--- src/sv/scps_pkg.sv ---
// Package for the caseless pattern scan: payload types, register codes and byte constants.
`default_nettype none

package scps_pkg;

	localparam int PATTERN_MAX_DEF = 8;

	localparam logic [7:0] BYTE_EOF_MARK = 8'h1A;
	localparam logic [7:0] BYTE_CR       = 8'h0D;
	localparam logic [7:0] CASE_DELTA    = 8'd32;
	localparam logic [7:0] CHAR_UPPER_A  = 8'h41;
	localparam logic [7:0] CHAR_UPPER_Z  = 8'h5A;

	localparam int CFG_ADDR_W = 5;
	localparam int CFG_DATA_W = 64;

	typedef enum logic [1:0] {
		REG_PATTERN_BYTES  = 2'd0,
		REG_PATTERN_LENGTH = 2'd1,
		REG_SCAN_DIRECTION = 2'd2,
		REG_START_OFFSET   = 2'd3
	} reg_index_t;

	typedef struct packed {
		logic [7:0] data_byte;
		logic       range_end;
	} src_item_t;

	typedef struct packed {
		logic        found;
		logic [30:0] match_offset;
	} res_item_t;

	typedef struct packed {
		logic [63:0] pattern_bytes;
		logic [3:0]  pattern_length;
		logic        scan_direction;
		logic [30:0] start_offset;
	} scan_cfg_t;

	// Fold A-Z to lower case.
	function automatic logic [7:0] fold_case(input logic [7:0] c);
		fold_case = (c >= CHAR_UPPER_A && c <= CHAR_UPPER_Z) ? c + CASE_DELTA : c;
	endfunction

endpackage

`default_nettype wire

--- src/sv/scps_cfg_regs.sv ---
// Configuration register file behind the APB-style port.
`default_nettype none

module scps_cfg_regs (
	input  wire logic                             clk,
	input  wire logic                             arst_n,
	input  wire logic                             psel,
	input  wire logic                             penable,
	input  wire logic                             pwrite,
	input  wire logic [scps_pkg::CFG_ADDR_W-1:0]  paddr,
	input  wire logic [scps_pkg::CFG_DATA_W-1:0]  pwdata,
	output logic      [scps_pkg::CFG_DATA_W-1:0]  prdata,
	output logic                                  pready,
	output scps_pkg::scan_cfg_t                   cfg
);
	import scps_pkg::*;

	scan_cfg_t  cfg_q;
	reg_index_t sel_idx;
	logic       wr_en;

	assign pready  = 1'b1;
	assign sel_idx = reg_index_t'(paddr[4:3]);
	assign wr_en   = psel && penable && pwrite && pready;
	assign cfg     = cfg_q;

	always_ff @(posedge clk or negedge arst_n) begin
		if (!arst_n) begin
			cfg_q <= '0;
		end else if (wr_en) begin
			unique case (sel_idx)
				REG_PATTERN_BYTES:  cfg_q.pattern_bytes  <= pwdata;
				REG_PATTERN_LENGTH: cfg_q.pattern_length <= pwdata[3:0];
				REG_SCAN_DIRECTION: cfg_q.scan_direction <= pwdata[0];
				REG_START_OFFSET:   cfg_q.start_offset   <= pwdata[30:0];
				default:            cfg_q <= cfg_q;
			endcase
		end
	end

	always_comb begin
		unique case (sel_idx)
			REG_PATTERN_BYTES:  prdata = cfg_q.pattern_bytes;
			REG_PATTERN_LENGTH: prdata = {60'd0, cfg_q.pattern_length};
			REG_SCAN_DIRECTION: prdata = {63'd0, cfg_q.scan_direction};
			REG_START_OFFSET:   prdata = {33'd0, cfg_q.start_offset};
			default:            prdata = '0;
		endcase
	end

endmodule

`default_nettype wire

--- src/sv/scps_match_core.sv ---
// Input register, one-pass match update and result register of the pattern scan.
`default_nettype none

module scps_match_core #(
	parameter int PATTERN_MAX = scps_pkg::PATTERN_MAX_DEF
) (
	input  wire logic                 clk,
	input  wire logic                 arst_n,
	input  wire scps_pkg::scan_cfg_t  cfg,
	input  wire logic                 src_valid,
	output logic                      src_stall,
	input  wire scps_pkg::src_item_t  src_item,
	output logic                      res_valid,
	input  wire logic                 res_stall,
	output scps_pkg::res_item_t       res_item
);
	import scps_pkg::*;

	localparam int IDX_W = $clog2(PATTERN_MAX + 1);
	localparam logic [3:0] PMAX4 = 4'(PATTERN_MAX);

	// input stage
	logic      valid_s1;
	src_item_t item_s1;

	// scan state
	logic [IDX_W-1:0] match_index_q;
	logic [30:0]      candidate_start_q;
	logic [30:0]      last_match_q;
	logic             last_match_valid_q;
	logic [30:0]      byte_position_q;
	logic             scan_stopped_q;

	// result register
	logic      res_valid_q;
	res_item_t res_item_q;

	logic             fire;
	logic [7:0]       c;
	logic [3:0]       plen4;
	logic [IDX_W-1:0] plen;
	logic [7:0]       pat_cur;
	logic [7:0]       pat_first;
	logic [31:0]      idx32;
	logic [IDX_W-1:0] mi_inc;

	logic [IDX_W-1:0] mi_n;
	logic [30:0]      cs_n;
	logic [30:0]      lm_n;
	logic             lmv_n;
	logic             stop_n;
	logic             emit;
	logic             emit_found;
	logic [30:0]      emit_rel;

	assign fire      = valid_s1 && !(res_valid_q && res_stall);
	assign src_stall = valid_s1 && res_valid_q && res_stall;
	assign res_valid = res_valid_q;
	assign res_item  = res_item_q;

	assign c         = fold_case(item_s1.data_byte);
	assign plen4     = (cfg.pattern_length > PMAX4) ? PMAX4 : cfg.pattern_length;
	assign plen      = plen4[IDX_W-1:0];
	assign idx32     = 32'(match_index_q);
	assign pat_cur   = cfg.pattern_bytes[{idx32[2:0], 3'b000} +: 8];
	assign pat_first = cfg.pattern_bytes[7:0];
	assign mi_inc    = match_index_q + 1'b1;

	always_comb begin
		mi_n       = match_index_q;
		cs_n       = candidate_start_q;
		lm_n       = last_match_q;
		lmv_n      = last_match_valid_q;
		stop_n     = scan_stopped_q;
		emit       = 1'b0;
		emit_found = 1'b0;
		emit_rel   = '0;

		if (!scan_stopped_q) begin
			if (item_s1.data_byte == BYTE_EOF_MARK) begin
				stop_n = 1'b1;
			end else if (item_s1.data_byte != BYTE_CR) begin
				if (plen != '0 && c == pat_cur) begin
					if (match_index_q == '0) begin
						cs_n = byte_position_q;
					end
					if (mi_inc >= plen) begin
						lm_n  = cs_n;
						lmv_n = 1'b1;
						mi_n  = '0;
						if (!cfg.scan_direction) begin
							stop_n     = 1'b1;
							emit       = 1'b1;
							emit_found = 1'b1;
							emit_rel   = cs_n;
						end
					end else begin
						mi_n = mi_inc;
					end
				end else if (match_index_q != '0) begin
					mi_n = '0;
					// retry the current byte as a fresh start
					if (plen != '0 && c == pat_first) begin
						cs_n = byte_position_q;
						mi_n = IDX_W'(1);
					end
				end
			end
		end

		if (item_s1.range_end && !emit) begin
			if (cfg.scan_direction) begin
				emit       = 1'b1;
				emit_found = lmv_n;
				emit_rel   = lm_n;
			end else if (!lmv_n) begin
				emit = 1'b1;
			end
		end
	end

	always_ff @(posedge clk or negedge arst_n) begin
		if (!arst_n) begin
			valid_s1 <= 1'b0;
		end else if (!src_stall) begin
			valid_s1 <= src_valid;
		end
	end

	always_ff @(posedge clk) begin
		if (!src_stall && src_valid) begin
			item_s1 <= src_item;
		end
	end

	always_ff @(posedge clk or negedge arst_n) begin
		if (!arst_n) begin
			match_index_q      <= '0;
			candidate_start_q  <= '0;
			last_match_q       <= '0;
			last_match_valid_q <= 1'b0;
			byte_position_q    <= '0;
			scan_stopped_q     <= 1'b0;
		end else if (fire) begin
			if (item_s1.range_end) begin
				match_index_q      <= '0;
				candidate_start_q  <= '0;
				last_match_q       <= '0;
				last_match_valid_q <= 1'b0;
				byte_position_q    <= '0;
				scan_stopped_q     <= 1'b0;
			end else begin
				match_index_q      <= mi_n;
				candidate_start_q  <= cs_n;
				last_match_q       <= lm_n;
				last_match_valid_q <= lmv_n;
				scan_stopped_q     <= stop_n;
				if (!scan_stopped_q) begin
					byte_position_q <= byte_position_q + 31'd1;
				end
			end
		end
	end

	always_ff @(posedge clk or negedge arst_n) begin
		if (!arst_n) begin
			res_valid_q <= 1'b0;
		end else if (fire && emit) begin
			res_valid_q <= 1'b1;
		end else if (!res_stall) begin
			res_valid_q <= 1'b0;
		end
	end

	always_ff @(posedge clk) begin
		if (fire && emit) begin
			res_item_q.found        <= emit_found;
			res_item_q.match_offset <= emit_found ? cfg.start_offset + emit_rel : 31'd0;
		end
	end

	a_stopped_holds_position: assert property (@(posedge clk) disable iff (!arst_n)
		fire && scan_stopped_q && !item_s1.range_end |=> $stable(byte_position_q))
		else $error("byte position moved while the scan was stopped");

	a_range_end_clears: assert property (@(posedge clk) disable iff (!arst_n)
		fire && item_s1.range_end |=> byte_position_q == '0 && !scan_stopped_q
			&& !last_match_valid_q && match_index_q == '0)
		else $error("scan state not cleared after range end");

	a_result_from_transfer: assert property (@(posedge clk) disable iff (!arst_n)
		$rose(res_valid_q) |-> $past(fire))
		else $error("result appeared without an input transfer");

	a_forward_hit_stops: assert property (@(posedge clk) disable iff (!arst_n)
		fire && emit && emit_found && !cfg.scan_direction && !item_s1.range_end
			|=> scan_stopped_q)
		else $error("forward match did not stop the scan");

endmodule

`default_nettype wire

--- src/sv/stream_caseless_pattern_scan.sv ---
// Top level of the streaming caseless pattern scan.
//
// Source channel (src_valid/src_stall/src_item) carries one file byte per
// transfer plus a range_end flag on the last byte of the range. Result
// channel (res_valid/res_stall/res_item) carries found and match_offset:
// in forward mode one result at the first match, in backward mode one
// result at range end; a range with no match gives found=0 at its end.
// Pattern, length, direction and start offset are written over the APB
// port; the user must write them only while the stream is idle, as the
// block has no check for it. Throughput: one byte per cycle unless
// res_stall holds a waiting result. A byte is taken into the input
// register; the match update works on it there and writes the result
// register, which drives res_valid. The limit is the combinational
// compare and state update of the match stage. While res_stall holds a
// waiting result, one more byte is taken into the input register;
// src_stall rises only once that register is full too. Reset clears the
// configuration, scan state and valid flags; no result is pending afterwards.
`default_nettype none

module stream_caseless_pattern_scan #(
	parameter int PATTERN_MAX = scps_pkg::PATTERN_MAX_DEF
) (
	input  wire logic                             clk,
	input  wire logic                             arst_n,
	input  wire logic                             src_valid,
	output logic                                  src_stall,
	input  wire scps_pkg::src_item_t              src_item,
	output logic                                  res_valid,
	input  wire logic                             res_stall,
	output scps_pkg::res_item_t                   res_item,
	input  wire logic                             psel,
	input  wire logic                             penable,
	input  wire logic                             pwrite,
	input  wire logic [scps_pkg::CFG_ADDR_W-1:0]  paddr,
	input  wire logic [scps_pkg::CFG_DATA_W-1:0]  pwdata,
	output logic      [scps_pkg::CFG_DATA_W-1:0]  prdata,
	output logic                                  pready
);
	import scps_pkg::*;

	scan_cfg_t cfg;

	scps_cfg_regs u_cfg (
		.clk     (clk),
		.arst_n  (arst_n),
		.psel    (psel),
		.penable (penable),
		.pwrite  (pwrite),
		.paddr   (paddr),
		.pwdata  (pwdata),
		.prdata  (prdata),
		.pready  (pready),
		.cfg     (cfg)
	);

	scps_match_core #(
		.PATTERN_MAX (PATTERN_MAX)
	) u_core (
		.clk       (clk),
		.arst_n    (arst_n),
		.cfg       (cfg),
		.src_valid (src_valid),
		.src_stall (src_stall),
		.src_item  (src_item),
		.res_valid (res_valid),
		.res_stall (res_stall),
		.res_item  (res_item)
	);

endmodule

`default_nettype wire

--- config.mk ---
export PLATFORM = sky130hd
export DESIGN_NAME = stream_caseless_pattern_scan
export DESIGN_NICKNAME = d
export VERILOG_FILES = /design/src/sv/scps_pkg.sv /design/src/sv/scps_cfg_regs.sv /design/src/sv/scps_match_core.sv /design/src/sv/stream_caseless_pattern_scan.sv
export SDC_FILE = /design/constraint.sdc
export NUM_CORES = 1
export LEC_CHECK = 0
export ABC_CLOCK_PERIOD_IN_PS = 10450
export BUFFER_PORTS_ARGS = -buffer_cell sky130_fd_sc_hd__buf_2
export CAP_MARGIN = 15
export CORE_ASPECT_RATIO = 0.8
export CORE_UTILIZATION = 60
export DETAILED_ROUTE_END_ITERATION = 10
export HOLD_SLACK_MARGIN = 0.08
export PLACE_DENSITY = 0.88
export SLEW_MARGIN = 10
export SYNTH_ARGS = -nofsm -noshare
export SYNTH_HDL_FRONTEND = slang
export SYNTH_SLANG_ARGS = --single-unit
--- constraint.sdc ---
create_clock -name clk -period 10.45 [get_ports clk]
set_input_delay 1.5675 -clock clk [delete_from_list [all_inputs] [get_ports clk]]
set_output_delay 1.5675 -clock clk [all_outputs]
set_load 0.05 [all_outputs]
# == After elaboration in Yosys (flattened, before gate mapping) ==
# Cells that the tools add are included.
# word_totals
reg_bits,242
inputBits,85
out_inout_bits,99
elab_cells,121
# classes
n_addsub,4
n_lt_le_gt_ge,4
n_eq_ne,10
shift,1
n_mux,57
reduce_logical,29
# ops
operator,n
31-bit two-way mux,24
64-bit one-hot mux with 4 select lines,1
64-bit by 7-bit variable part select with 8-bit output,1
4-bit two-way mux,8
"31-bit by 1-bit adder with 31-bit output, second input constant",1
31-bit adder,1
1-bit two-way mux,23
8-bit == test,2
1-bit logical AND,12
2-bit AND reduction,5
"8-bit by 6-bit adder with 8-bit output, second input constant",1
"8-bit by 5-bit == test with 1-bit output, second input constant",1
"8-bit by 7-bit greater-or-equal comparator with 1-bit output, second input constant",1
"8-bit by 7-bit <= comparator with 1-bit output, second input constant",1
8-bit two-way mux,1
"8-bit by 4-bit != test with 1-bit output, second input constant",1
4-bit nonzero test,2
"2-bit by 1-bit != test with 1-bit output, second input constant",3
6-bit AND reduction,1
3-bit nonzero test,2
5-bit AND reduction,1
"4-bit by 1-bit adder with 4-bit output, second input constant",1
"2-bit == test, second input constant",2
4-bit greater-or-equal comparator,1
other kinds (6),8

# == Logic depth before layout (Yosys ltp) ==
# Gate-level depths: netlist of run 1.
# logic_depth
depth_word,14
ltp_mapped,26
depth_no_buf,22

# == Hierarchy ==
# A second synthesis of run 1 with hierarchy kept.
# unflattened
cells_unflattened,1290
hier_area_um2,13832.0
# modules_own_cells
mod,n_inst,cells_per_inst,area_per_inst_um2,seq_area_each_um2
scps_match_core,1,988,9402.8,3758.6
scps_cfg_regs,1,302,4429.2,2502.4

# == Worst setup path before layout of run 1 ==
# OpenSTA, ideal clock, no wires.
# synth_path
path_kind,register -> register
from,reg u_core.match_index_q[2]
to,reg u_core.res_item_q (netlist bit u_core.res_item[27]) (data pin)
setup_ps,275
t_arrival_ps,5376
required_time_ps,10175
path_slack_ps,4799
stages_incl_launch_ff,24
path_buffers,4
period_less_slack_ps,5651
path_cell_list,dfrtp_1 clkbuf_1 buf_1 mux4_2 mux2i_1 xor2_1 nand3_2 or3b_4 or2_1 buf_6 clkbuf_1 nand3_1 o21ai_0 o2bb2ai_1 ha_1 a21o_1 a21o_1 a21o_1 a221o_1 a21o_1 a311oi_1 nor2_1 a2111oi_0 a311oi_1
# synth_between
elab_chain_cells,11
word_cells_on_any_way,35
cone_classes,2 x add/sub; 1 x order compare; 1 x eq/ne; 1 x shift; 26 x mux; 4 x reduce/logical
# synth_rtl
item,line_no,source
start: declaration,scps_match_core.sv:27,logic [IDX_W-1:0] match_index_q;
start signal: assignment,scps_match_core.sv:153,match_index_q <= mi_n;
64-bit by 7-bit variable part select with 8-bit output (tied with other cells),scps_match_core.sv:65,"assign pat_cur = cfg.pattern_bytes[{idx32[2:0], 3'b000} +: 8];"
8-bit == test (tied with other cells),scps_match_core.sv:83,if (plen != '0 && c == pat_cur) begin
1-bit logical AND (tied with other cells),scps_match_core.sv:83,
1-bit two-way mux / 31-bit two-way mux (equally long branches),"scps_match_core.sv:83, scps_match_core.sv:87",
1-bit two-way mux / 31-bit two-way mux (equally long branches),"scps_match_core.sv:82, scps_match_core.sv:83",
1-bit two-way mux / 31-bit two-way mux (equally long branches),"scps_match_core.sv:80, scps_match_core.sv:82",
1-bit two-way mux / 31-bit two-way mux (equally long branches),"scps_match_core.sv:79, scps_match_core.sv:80",
1-bit zero test / 31-bit two-way mux (equally long branches),"scps_match_core.sv:111, scps_match_core.sv:79",
1-bit logical AND / 31-bit two-way mux (equally long branches),"scps_match_core.sv:111, scps_match_core.sv:112",
31-bit two-way mux,scps_match_core.sv:111,if (item_s1.range_end && !emit) begin
31-bit adder,scps_match_core.sv:178,res_item_q.match_offset <= emit_found ? cfg.start_offset + emit_rel : 31'd0;
end: declaration,scps_match_core.sv:36,res_item_t res_item_q;
# Parallel ways exist; a longest one is shown, timed or not.
# A chain may end at the register's enable or synchronous reset.

# == Worst setup path in the final report of run 1 ==
# Same ends and word-level chain as after synthesis.

==> out/metrics.csv, run 1 <==
metric,value,unit
status,"complete, no violations",
drc_errors,0,
synth_cell_types,71,
hold-worst-slack,0.486,ns
port_buffers,179,
vias_per_cell,6.37,
cts_tree,built,
die_x,173,um
synthXorXnorAreaFrac,3.73,%
nNetsFinal,1645,
max_cap_violations,0,
crit_type,reg2reg,
numCtsBuffers,24,
syn_to_final_growth,13.0,%
clock_latency,0.53,ns
cts_num_sinks,242,
antenna_found_initial,2,
synth-seq-area-share,44.4,%
drtPass1Iterations,6,
grt-ovfl-total,0,
ctsResizeCount,0,
postRouteWirelength,38800,um
grt_max_degree,121,
ioPinCount,184,
cts_buffer_depth,3,
vias,11800,
ant_nets,0,
tightest_slew,1.20,ns
grt_pass1_wl,61600,um
start_kind,flop,
syn-mean-instance-area,10.1,um2
synth_edf_count,41,
grt_usage,32.2,%
period_needed,7.14,ns
row_count,49,
critPathRequiredTime,10.71,ns
grt_pass1_vias,11400,
fmaxAchievable,140,MHz
fin_setup_tns,0,ns
drive_gt1_share,24.4,%
fin_crit_sh,68.3,%
hold_buffers,0,
syn_area,14100,um2
synth_top_family_by_area,compound AO/OA/AOI/OAI gates,
max_slew_margin,20.2,%
synthesis.instances,1395,
synthesis.nets,1519,
coreArea,22700,um2
die-area,24100,um2
layout_commonest_cell,dfrtp_1,
muxShareOfSynthArea,13.6,%
h-tree-depth,1,
initial_utilization,62.0,%
hold_viol_final,0,
final_max_slew_viol_count,0,
rrSetupSlack,3.31,ns
hold_path_class,reg2reg,
synthArstFlopShare,83.1,%
wl_per_cell,21.0,um
synth_compound_area_share,16.3,%
setup_viol,0,
crit_fanout,62,
grt_setup_unrepaired,false,
arrival,7.39,ns
leakagePower,0.00697,uW
finish.utilization,70.0,%
yosysWarnings,0,
synth_seq_cells,242,
place.gp.congestion,0.964,
endpoint_kind,flop,
clockRootBuffer,clkbuf_16,
dominantRegCellSynth,dfrtp_1,
p_per_area,167,nW/um2
fill_cells,1632,
dp_hpwl,26600,um
synth-simple-area-share,14.8,%
num_antenna_cells,0,
clk_pin_slew_worst_paths,0.07,ns
peakVddDrop,0.000152,V
fin_worst_skew,0.0157,ns
die_height,139,um
yosys.area_share.adder,3.52,%
layout_common_cells,"dfrtp_1 (201), buf_2 (178), nand2_1 (150)",
drt-initial-drc-count,1161,
cts_setup_buffers,0,
[metal layers]
| layer | share of wire, % | vias to the layer above | routed length [um] | global-route usage, % |
|---|---|---|---|---|
| met5 | 0.033 | - | 13 | 0 |
| li1 | - | 5319 | - | - |
| met3 | 8.2 | 101 | 3170 | 5.67 |
| met1 | 42 | 5770 | 16300 | 44.5 |
| met4 | 3.6 | 2 | 1400 | 11.4 |
| met2 | 46 | 563 | 17900 | 51.3 |
[worst max-delay path, stage by stage, from the launching register on]
cell and delay (ns):
dfrtp_1 0.82, mux4_2 0.43, mux2i_1 0.23, xnor2_1 0.11, a2111oi_1 0.54, nand3_2 0.23
nor2_4 0.16, nand3b_2 0.08, buf_4 0.34, or2_2 0.64, o2bb2ai_1 0.35, ha_1 0.28
a21o_1 0.19, a21oi_1 0.40, o21bai_1 0.15, a211oi_1 0.34, nor3b_1 0.18, a311oi_1 0.63
nor2_1 0.18, a2111oi_0 0.48, a311oi_1 0.10
[synth_stat cells, types with 5 or more instances]
cell type    n  area share [%]
dfrtp_1    201              36
nand2_1    151             4.0
o21ai_0    107             3.8
mux2_2      99             7.9
nor2_1      94             2.5
clkbuf_1    72             1.9
nand3_1     48             1.7
a21oi_1     47             1.7
and2_1      43             1.9
mux2i_1     42             3.0
edfxtp_1    41             8.7
a22o_1      39             2.4
ha_1        38             3.4
xor2_1      38             2.4
o2bb2ai_1   30             1.9
nor3_1      29             1.0
a21o_1      25             1.3
a211o_1     24             1.5
xnor2_1     22             1.4
a22oi_1     20             1.1
inv_1       19            0.51
mux4_2      17             2.7
buf_2       14            0.50
and3_1      10            0.44
or3_1       10            0.44
nand2b_1     9            0.40
nand4_1      9            0.40
a31oi_1      6            0.27
nor4_1       6            0.27
o21bai_1     6            0.32
buf_1        5            0.13
nor2b_1      5            0.22
[layout make-up]
class | count | area [um2] | share of cell area [%]
clock buffers | 34 | 741 | 4.65
clock inverters | 10 | 55.1 | 0.346
inverters | 21 | 83.8 | 0.526
multi-input cells | 1034 | 7350 | 46.2
flip-flops and latches | 242 | 6260 | 39.3
well taps | 306 | 383 | 2.40
repair buffers | 198 | 1050 | 6.58
[path summary, 6_finish.rpt]
check	from	to	depth (start not counted)
hold / removal	u_core.candidate_start_q[29]	u_core.candidate_start_q[29]	2
setup / recovery	u_core.match_index_q[2]	u_core.res_item[27]	20
max in group asynchronous	arst_n	u_core.last_match_q[18]	2
setup reg to reg	u_core.match_index_q[2]	u_core.res_item[27]	20
min in group asynchronous	arst_n	u_cfg.cfg[13]	1
hold reg to reg	u_core.candidate_start_q[29]	u_core.candidate_start_q[29]	2
[stage by stage]
| stage | total power [uW] | worst slack, ns | instances | cell area, um2 |
|---|---|---|---|---|
| floorplan | 1590 | 4.80 | 1395 | 14100 |
| global route | 2750 | 2.89 | 1845 | 15900 |
| detailed placement | 1790 | 3.50 | 1801 | 15100 |
| finish | 2660 | 3.31 | 1845 | 15900 |
| CTS | 2660 | 3.41 | 1845 | 15900 |
| global placement | 1770 | 3.65 | 1801 | 15100 |
[cell families after synthesis]
logic type      Yosys count
fa+ha+maj                39
other cells               1
simple gates            437
compound gates          339
mux                     158
xor+xnor                 60
buf+inv                 119
flops                   242
[report_power, final]
group,total [uW],switching (uW),leakage [uW],internal (uW)
clock,872,379,0.000389,494
sequential,1210,139,0.00303,1070
combinational,585,362,0.00356,223
total,2660,879,0.00697,1790
[flip-flops by register name (all words and copies together) (netlist names)]
signal,count
u_core.byte_position_q,31
u_core.last_match_q,31
u_core.match_index_q,4
u_core.candidate_start_q,31
u_cfg.cfg,100
u_core.valid_s1,1
u_core.res_valid,1
u_core.res_item,32
u_core.item_s1,9
u_core.scan_stopped_q,1
u_core.last_match_valid_q,1
Note: power is estimated with default switching activity, not from simulation.
==> inputs of run 2 (changes only) <==
--- a/config.mk
+++ b/config.mk
@@ -5,14 +5,14 @@
 export SDC_FILE = /design/constraint.sdc
 export NUM_CORES = 1
 export LEC_CHECK = 0
-export ABC_CLOCK_PERIOD_IN_PS = 10450
+export ABC_CLOCK_PERIOD_IN_PS = 6100
 export BUFFER_PORTS_ARGS = -buffer_cell sky130_fd_sc_hd__buf_2
 export CAP_MARGIN = 15
 export CORE_ASPECT_RATIO = 0.8
-export CORE_UTILIZATION = 60
+export CORE_UTILIZATION = 53
 export DETAILED_ROUTE_END_ITERATION = 10
 export HOLD_SLACK_MARGIN = 0.08
-export PLACE_DENSITY = 0.88
+export PLACE_DENSITY = 0.83
 export SLEW_MARGIN = 10
 export SYNTH_ARGS = -nofsm -noshare
 export SYNTH_HDL_FRONTEND = slang
==> constraint.sdc (replaced) <==
create_clock -name clk -period 6.1 [get_ports clk]
set_input_delay 0.915 -clock clk [delete_from_list [all_inputs] [get_ports clk]]
set_output_delay 0.915 -clock clk [all_outputs]
set_load 0.05 [all_outputs]
==> out/metrics.csv, run 2 (synthesized netlist as in run 1, its figures left out) <==
metric,value,unit
status,"complete, no violations",
final_max_slew_viol_count,0,
period_needed,5.87,ns
fin_cells,1916,
antenna_found_initial,1,
drt-initial-drc-count,1266,
nNetsFinal,1670,
grt_usage,30.0,%
power,4550,uW
ant_nets,0,
crit_chain,"buf_4, mux4_2, mux2i_1, nand2_1, a2111oi_2, nand3_2, nor2_4, nand3b_2, or2_2, buf_4, o2bb2ai_1, ha_1, a21o_1, a21o_1, a221o_1, a21o_1, a311oi_2, nor2_1, a2111oi_0, a311oi_1",
ioPinCount,184,
place.gp.congestion,0.909,
numCtsBuffers,25,
crit_fanout,16,
multi_input_area,7380,um2
place_inst,1870,
h-tree-depth,1,
die_height,148,um
worstRegToRegCells,20,
layout_commonest_cell,dfrtp_1,
port_buffers,179,
arrival,6.14,ns
hold_buffers,0,
fin_crit_sh,96.3,%
coreArea,25700,um2
leakagePower,0.00708,uW
fin_worst_skew,0.00887,ns
tightest_slew,1.09,ns
max_cap_violations,0,
cts_buffer_depth,3,
path_buf_inv,2,
fmaxAchievable,170,MHz
endpoint_kind,flop,
cp.depth,20,
vias,11800,
p_per_area,282,nW/um2
initial_utilization,54.8,%
critPathRequiredTime,6.37,ns
cts_tree,built,
rrSetupSlack,0.23,ns
row_count,52,
vias_per_cell,6.15,
drive_gt1_share,25.6,%
grt_pass1_wl,63100,um
postRouteWirelength,40600,um
critPathMostFrequentCell,a21o_1,
hold_viol_final,0,
regArea,6260,um2
crit_type,reg2reg,
wl_per_cell,21.2,um
placed_cell_area,15400,um2
finalInstanceArea,16200,um2
slowest_stage,mux4_2,
max_slew_margin,27.1,%
clock_latency,0.54,ns
fill_cells,1996,
path_delay_family,compound AO/OA/AOI/OAI gates,
dp_hpwl,28700,um
largest_register_ffs,100,
drc_errors,0,
grt_pass1_vias,11200,
clockRootBuffer,clkbuf_16,
grt_max_degree,170,
syn_to_final_growth,14.7,%
die-area,27200,um2
cp_slowest_stage_delay,0.55,ns
start_kind,flop,
grt-ovfl-total,0,
drtPass1Iterations,5,
num_antenna_cells,0,
clk_pin_slew_worst_paths,0.06,ns
hold_path_class,in2async,
cts_num_sinks,242,
finish.utilization,62.9,%
hold-worst-slack,0.273,ns
setup_viol,0,
peakVddDrop,0.000212,V
die_x,184,um
layout_common_cells,"dfrtp_1 (199), buf_2 (178), nand2_1 (150)",
## run 2: stage by stage
step / setup TNS [ns] / setup WS (ns)
6_report: 0 / 0.227
5_1_grt: -0.00493 / -0.00493
4_1_cts: 0 / 0.0956
3_5_place_dp: 0 / 0.129
3_3_place_gp: 0 / 0.337
2_1_floorplan: 0 / 0.449
## run 2: layout make-up
type / count / area share, %
Timing Repair Buffer: 222 / 7.67
Sequential cell: 242 / 38.8
Clock buffer: 36 / 4.31
Tap cell: 351 / 2.72
Multi-Input combinational cell: 1034 / 45.7
Clock inverter: 10 / 0.356
Inverter: 21 / 0.519
## run 2: repair_timing
| action | in CTS | in global routing |
|---|---|---|
| setup endpoints to repair | 0 | 12 |
| resized for setup | 0 | 8 |
| buffers inserted | 0 | 0 |
| endpoints found under the hold margin | 0 | 0 |
## run 2: final timing paths
check	from	to
min in group clk	u_core.candidate_start_q[3]	u_core.candidate_start_q[3]
max reg2reg	u_core.match_index_q[0]	u_core.res_item[27]
max	u_core.match_index_q[0]	u_core.res_item[27]
min	arst_n	u_cfg.cfg[12]
max in group asynchronous	arst_n	u_core.match_index_q[2]
min reg2reg	u_core.candidate_start_q[3]	u_core.candidate_start_q[3]
## run 2: metal layers
metal	up-vias	global-route usage, %	share of wire [%]
met5	-	0	0
met4	0	9.21	3.0
met3	80	6.73	9.8
met2	618	46.2	45
met1	5728	42.4	42
li1	5358	-	-
## run 2: worst reg2reg max path: stages (launching register included)
cell and delay (ns):
dfrtp_1 0.37, buf_4 0.24, mux4_2 0.55, mux2i_1 0.19
nand2_1 0.09, a2111oi_2 0.42, nand3_2 0.23, nor2_4 0.17
nand3b_2 0.08, or2_2 0.46, buf_4 0.28, o2bb2ai_1 0.24
ha_1 0.34, a21o_1 0.19, a21o_1 0.20, a221o_1 0.35
a21o_1 0.20, a311oi_2 0.37, nor2_1 0.11, a2111oi_0 0.43
a311oi_1 0.09
## run 2: power breakdown
part | internal [uW] | switching (uW) | total, uW
Sequential | 1830 | 247 | 2080
Combinational | 398 | 631 | 1030
Clock | 795 | 648 | 1440
Total | 3020 | 1530 | 4550
==> inputs of run 3 (changes only) <==
--- a/config.mk
+++ b/config.mk
@@ -6,13 +6,16 @@
 export NUM_CORES = 1
 export LEC_CHECK = 0
 export ABC_CLOCK_PERIOD_IN_PS = 6100
-export BUFFER_PORTS_ARGS = -buffer_cell sky130_fd_sc_hd__buf_2
 export CAP_MARGIN = 15
+export CELL_PAD_IN_SITES_DETAIL_PLACEMENT = 1
+export CELL_PAD_IN_SITES_GLOBAL_PLACEMENT = 2
 export CORE_ASPECT_RATIO = 0.8
-export CORE_UTILIZATION = 53
+export CORE_UTILIZATION = 37
 export DETAILED_ROUTE_END_ITERATION = 10
+export DONT_BUFFER_PORTS = 1
 export HOLD_SLACK_MARGIN = 0.08
-export PLACE_DENSITY = 0.83
+export PLACE_DENSITY = 0.82
+export SETUP_SLACK_MARGIN = 0.1
 export SLEW_MARGIN = 10
 export SYNTH_ARGS = -nofsm -noshare
 export SYNTH_HDL_FRONTEND = slang
==> out/metrics.csv, run 3 (synthesized netlist as in run 1, its figures left out) <==
metric,value,unit
clock_latency,0.57,ns
place.gp.congestion,0.855,
largest_register_ffs,100,
grt_max_degree,202,
wl_per_cell,24.2,um
ant_nets,0,
cts_num_sinks,242,
drc_errors,8,
cts_tree,built,
initial_utilization,37.8,%
fill_cells,4129,
fmaxAchievable,175,MHz
port_buffers,0,
syn_to_final_growth,10.7,%
die_x,220,um
r2r-start,u_core.match_index_q[1],
layout_common_cells,"dfrtp_1 (199), nand2_1 (149), o21ai_0 (103)",
critPathRequiredTime,6.40,ns
arrival,6.02,ns
row_count,63,
violations,design-rule violations,
coreArea,37300,um2
setup_viol,0,
drtPass1Iterations,8,
layout_commonest_cell,dfrtp_1,
worstRegToRegCells,23,
nNetsFinal,1486,
hold_path_class,in2async,
fin_crit_sh,93.8,%
hold-worst-slack,0.377,ns
dp_hpwl,32400,um
num_antenna_cells,0,
fin_worst_skew,0.0228,ns
max_slew_margin,19.7,%
max_cap_violations,0,
start_kind,flop,
numCtsBuffers,26,
drt-initial-drc-count,779,
grt_pass1_wl,70100,um
fin_setup_tns,0,ns
ioPinCount,184,
drive_gt1_share,16.3,%
clockRootBuffer,clkbuf_16,
rrSetupSlack,0.38,ns
die-area,38900,um2
p_per_area,301,nW/um2
grt_pass1_vias,11300,
crit_type,reg2reg,
critPathMostFrequentCell,a21o_1,
vias,11000,
slowest_stage,dfrtp_2,
crit_chain,"buf_4, inv_2, ha_1, ha_1, a21o_1, a21o_1, a21oi_1, or3b_4, or2_1, buf_4, nand3_1, o21ai_0, o2bb2ai_1, ha_1, a21o_1, a21o_1, a21o_1, a211oi_1, nor3b_2, a311oi_2, nor2_1, a2111oi_1, a311oi_1",
tightest_slew,1.20,ns
grt-ovfl-total,0,
crit_fanout,12,
cp.depth,23,
leakagePower,0.00635,uW
grt_setup_unrepaired,true,
path_delay_family,compound AO/OA/AOI/OAI gates,
period_needed,5.72,ns
final_max_slew_viol_count,0,
endpoint_kind,flop,
grt_usage,23.5,%
cp_slowest_stage_delay,0.50,ns
cts_buffer_depth,3,
postRouteWirelength,45200,um
status,"complete, but fails checks",
hold_viol_final,0,
antenna_found_initial,2,
clk_pin_slew_worst_paths,0.06,ns
die_height,177,um
r2r-end,u_core.res_item[27],
path_buf_inv,3,
peakVddDrop,0.000250,V
h-tree-depth,1,
vias_per_cell,5.90,
[run 3: cell types whose count changed in the layout (fill, tap and decap cells not counted), moves of 2 or more]
cell       change
o21ai_1        +4
clkinv_2       +2
clkbuf_16      +2
clkbuf_1       -4
buf_2        -178
buf_12         +4
buf_4         -11
o21ai_0        -4
bufinv_16      +3
[run 3: timing repair]
item | in CTS | in global routing
resized for setup | 2 | 9
endpoints found under the hold margin | 201 | 0
setup buffers | 0 | 0
endpoints found under the setup margin | 1 | 8
hold buffers | 1 | 0
[run 3: worst register-to-register path: stages, from the launching register on]
cell,delay [ns]
dfrtp_2,0.50
buf_4,0.18
inv_2,0.04
ha_1,0.31
ha_1,0.31
a21o_1,0.16
a21o_1,0.17
a21oi_1,0.37
or3b_4,0.24
or2_1,0.20
buf_4,0.25
nand3_1,0.11
o21ai_0,0.10
o2bb2ai_1,0.17
ha_1,0.33
a21o_1,0.18
a21o_1,0.18
a21o_1,0.20
a211oi_1,0.33
nor3b_2,0.15
a311oi_2,0.35
nor2_1,0.14
a2111oi_1,0.42
a311oi_1,0.09
[run 3: layer usage]
layer / wire, um / GRT usage [%]
met2: 20000 / 35.5
met1: 21200 / 33.7
met4: 1080 / 5.95
met3: 2930 / 5.36
met5: 0 / 0
[run 3: where the power goes]
part | total (uW) | switching [uW] | internal [uW]
clock | 1660 | 692 | 969
combinational | 927 | 587 | 340
sequential | 2110 | 280 | 1830
[run 3: final cells by class]
type	count	area (um2)	share of cell area (%)
Multi-Input combinational cell	1034	7400	47.4
Sequential cell	242	6260	40.2
Clock buffer	34	732	4.69
Tap cell	487	609	3.91
Timing Repair Buffer	37	360	2.31
Clock inverter	14	148	0.947
Inverter	21	83.8	0.538
[run 3: per-stage QoR]
stage	util [%]	power [uW]	cells	setup slack, ns	instance area, um2
finish	41.8	4700	1869	0.380	15600
global route	41.8	4880	1869	0.0527	15600
CTS	41.8	4730	1869	0.161	15600
detailed placement	39.3	3020	1820	0.0768	14600
global placement	39.3	2980	1820	0.111	14600
floorplan	-	2720	1395	0.449	14100
[run 3: worst max path at each step]
| stage | startpoint | slack [ns] | endpoint |
|---|---|---|---|
| final | u_core.match_index_q[1] | 0.38 | u_core.res_item[27] |
| after global routing | u_core.match_index_q[0] | 0.05 | u_core.res_item[27] |
| after CTS | u_core.match_index_q[0] | 0.16 | u_core.res_item[27] |
| after detailed placement | u_core.match_index_q[0] | 0.08 | u_core.res_item[27] |
| after global placement | u_core.match_index_q[0] | 0.11 | u_core.res_item[27] |
| after floorplan | u_core.match_index_q[2] | 0.45 | u_core.res_item[27] |
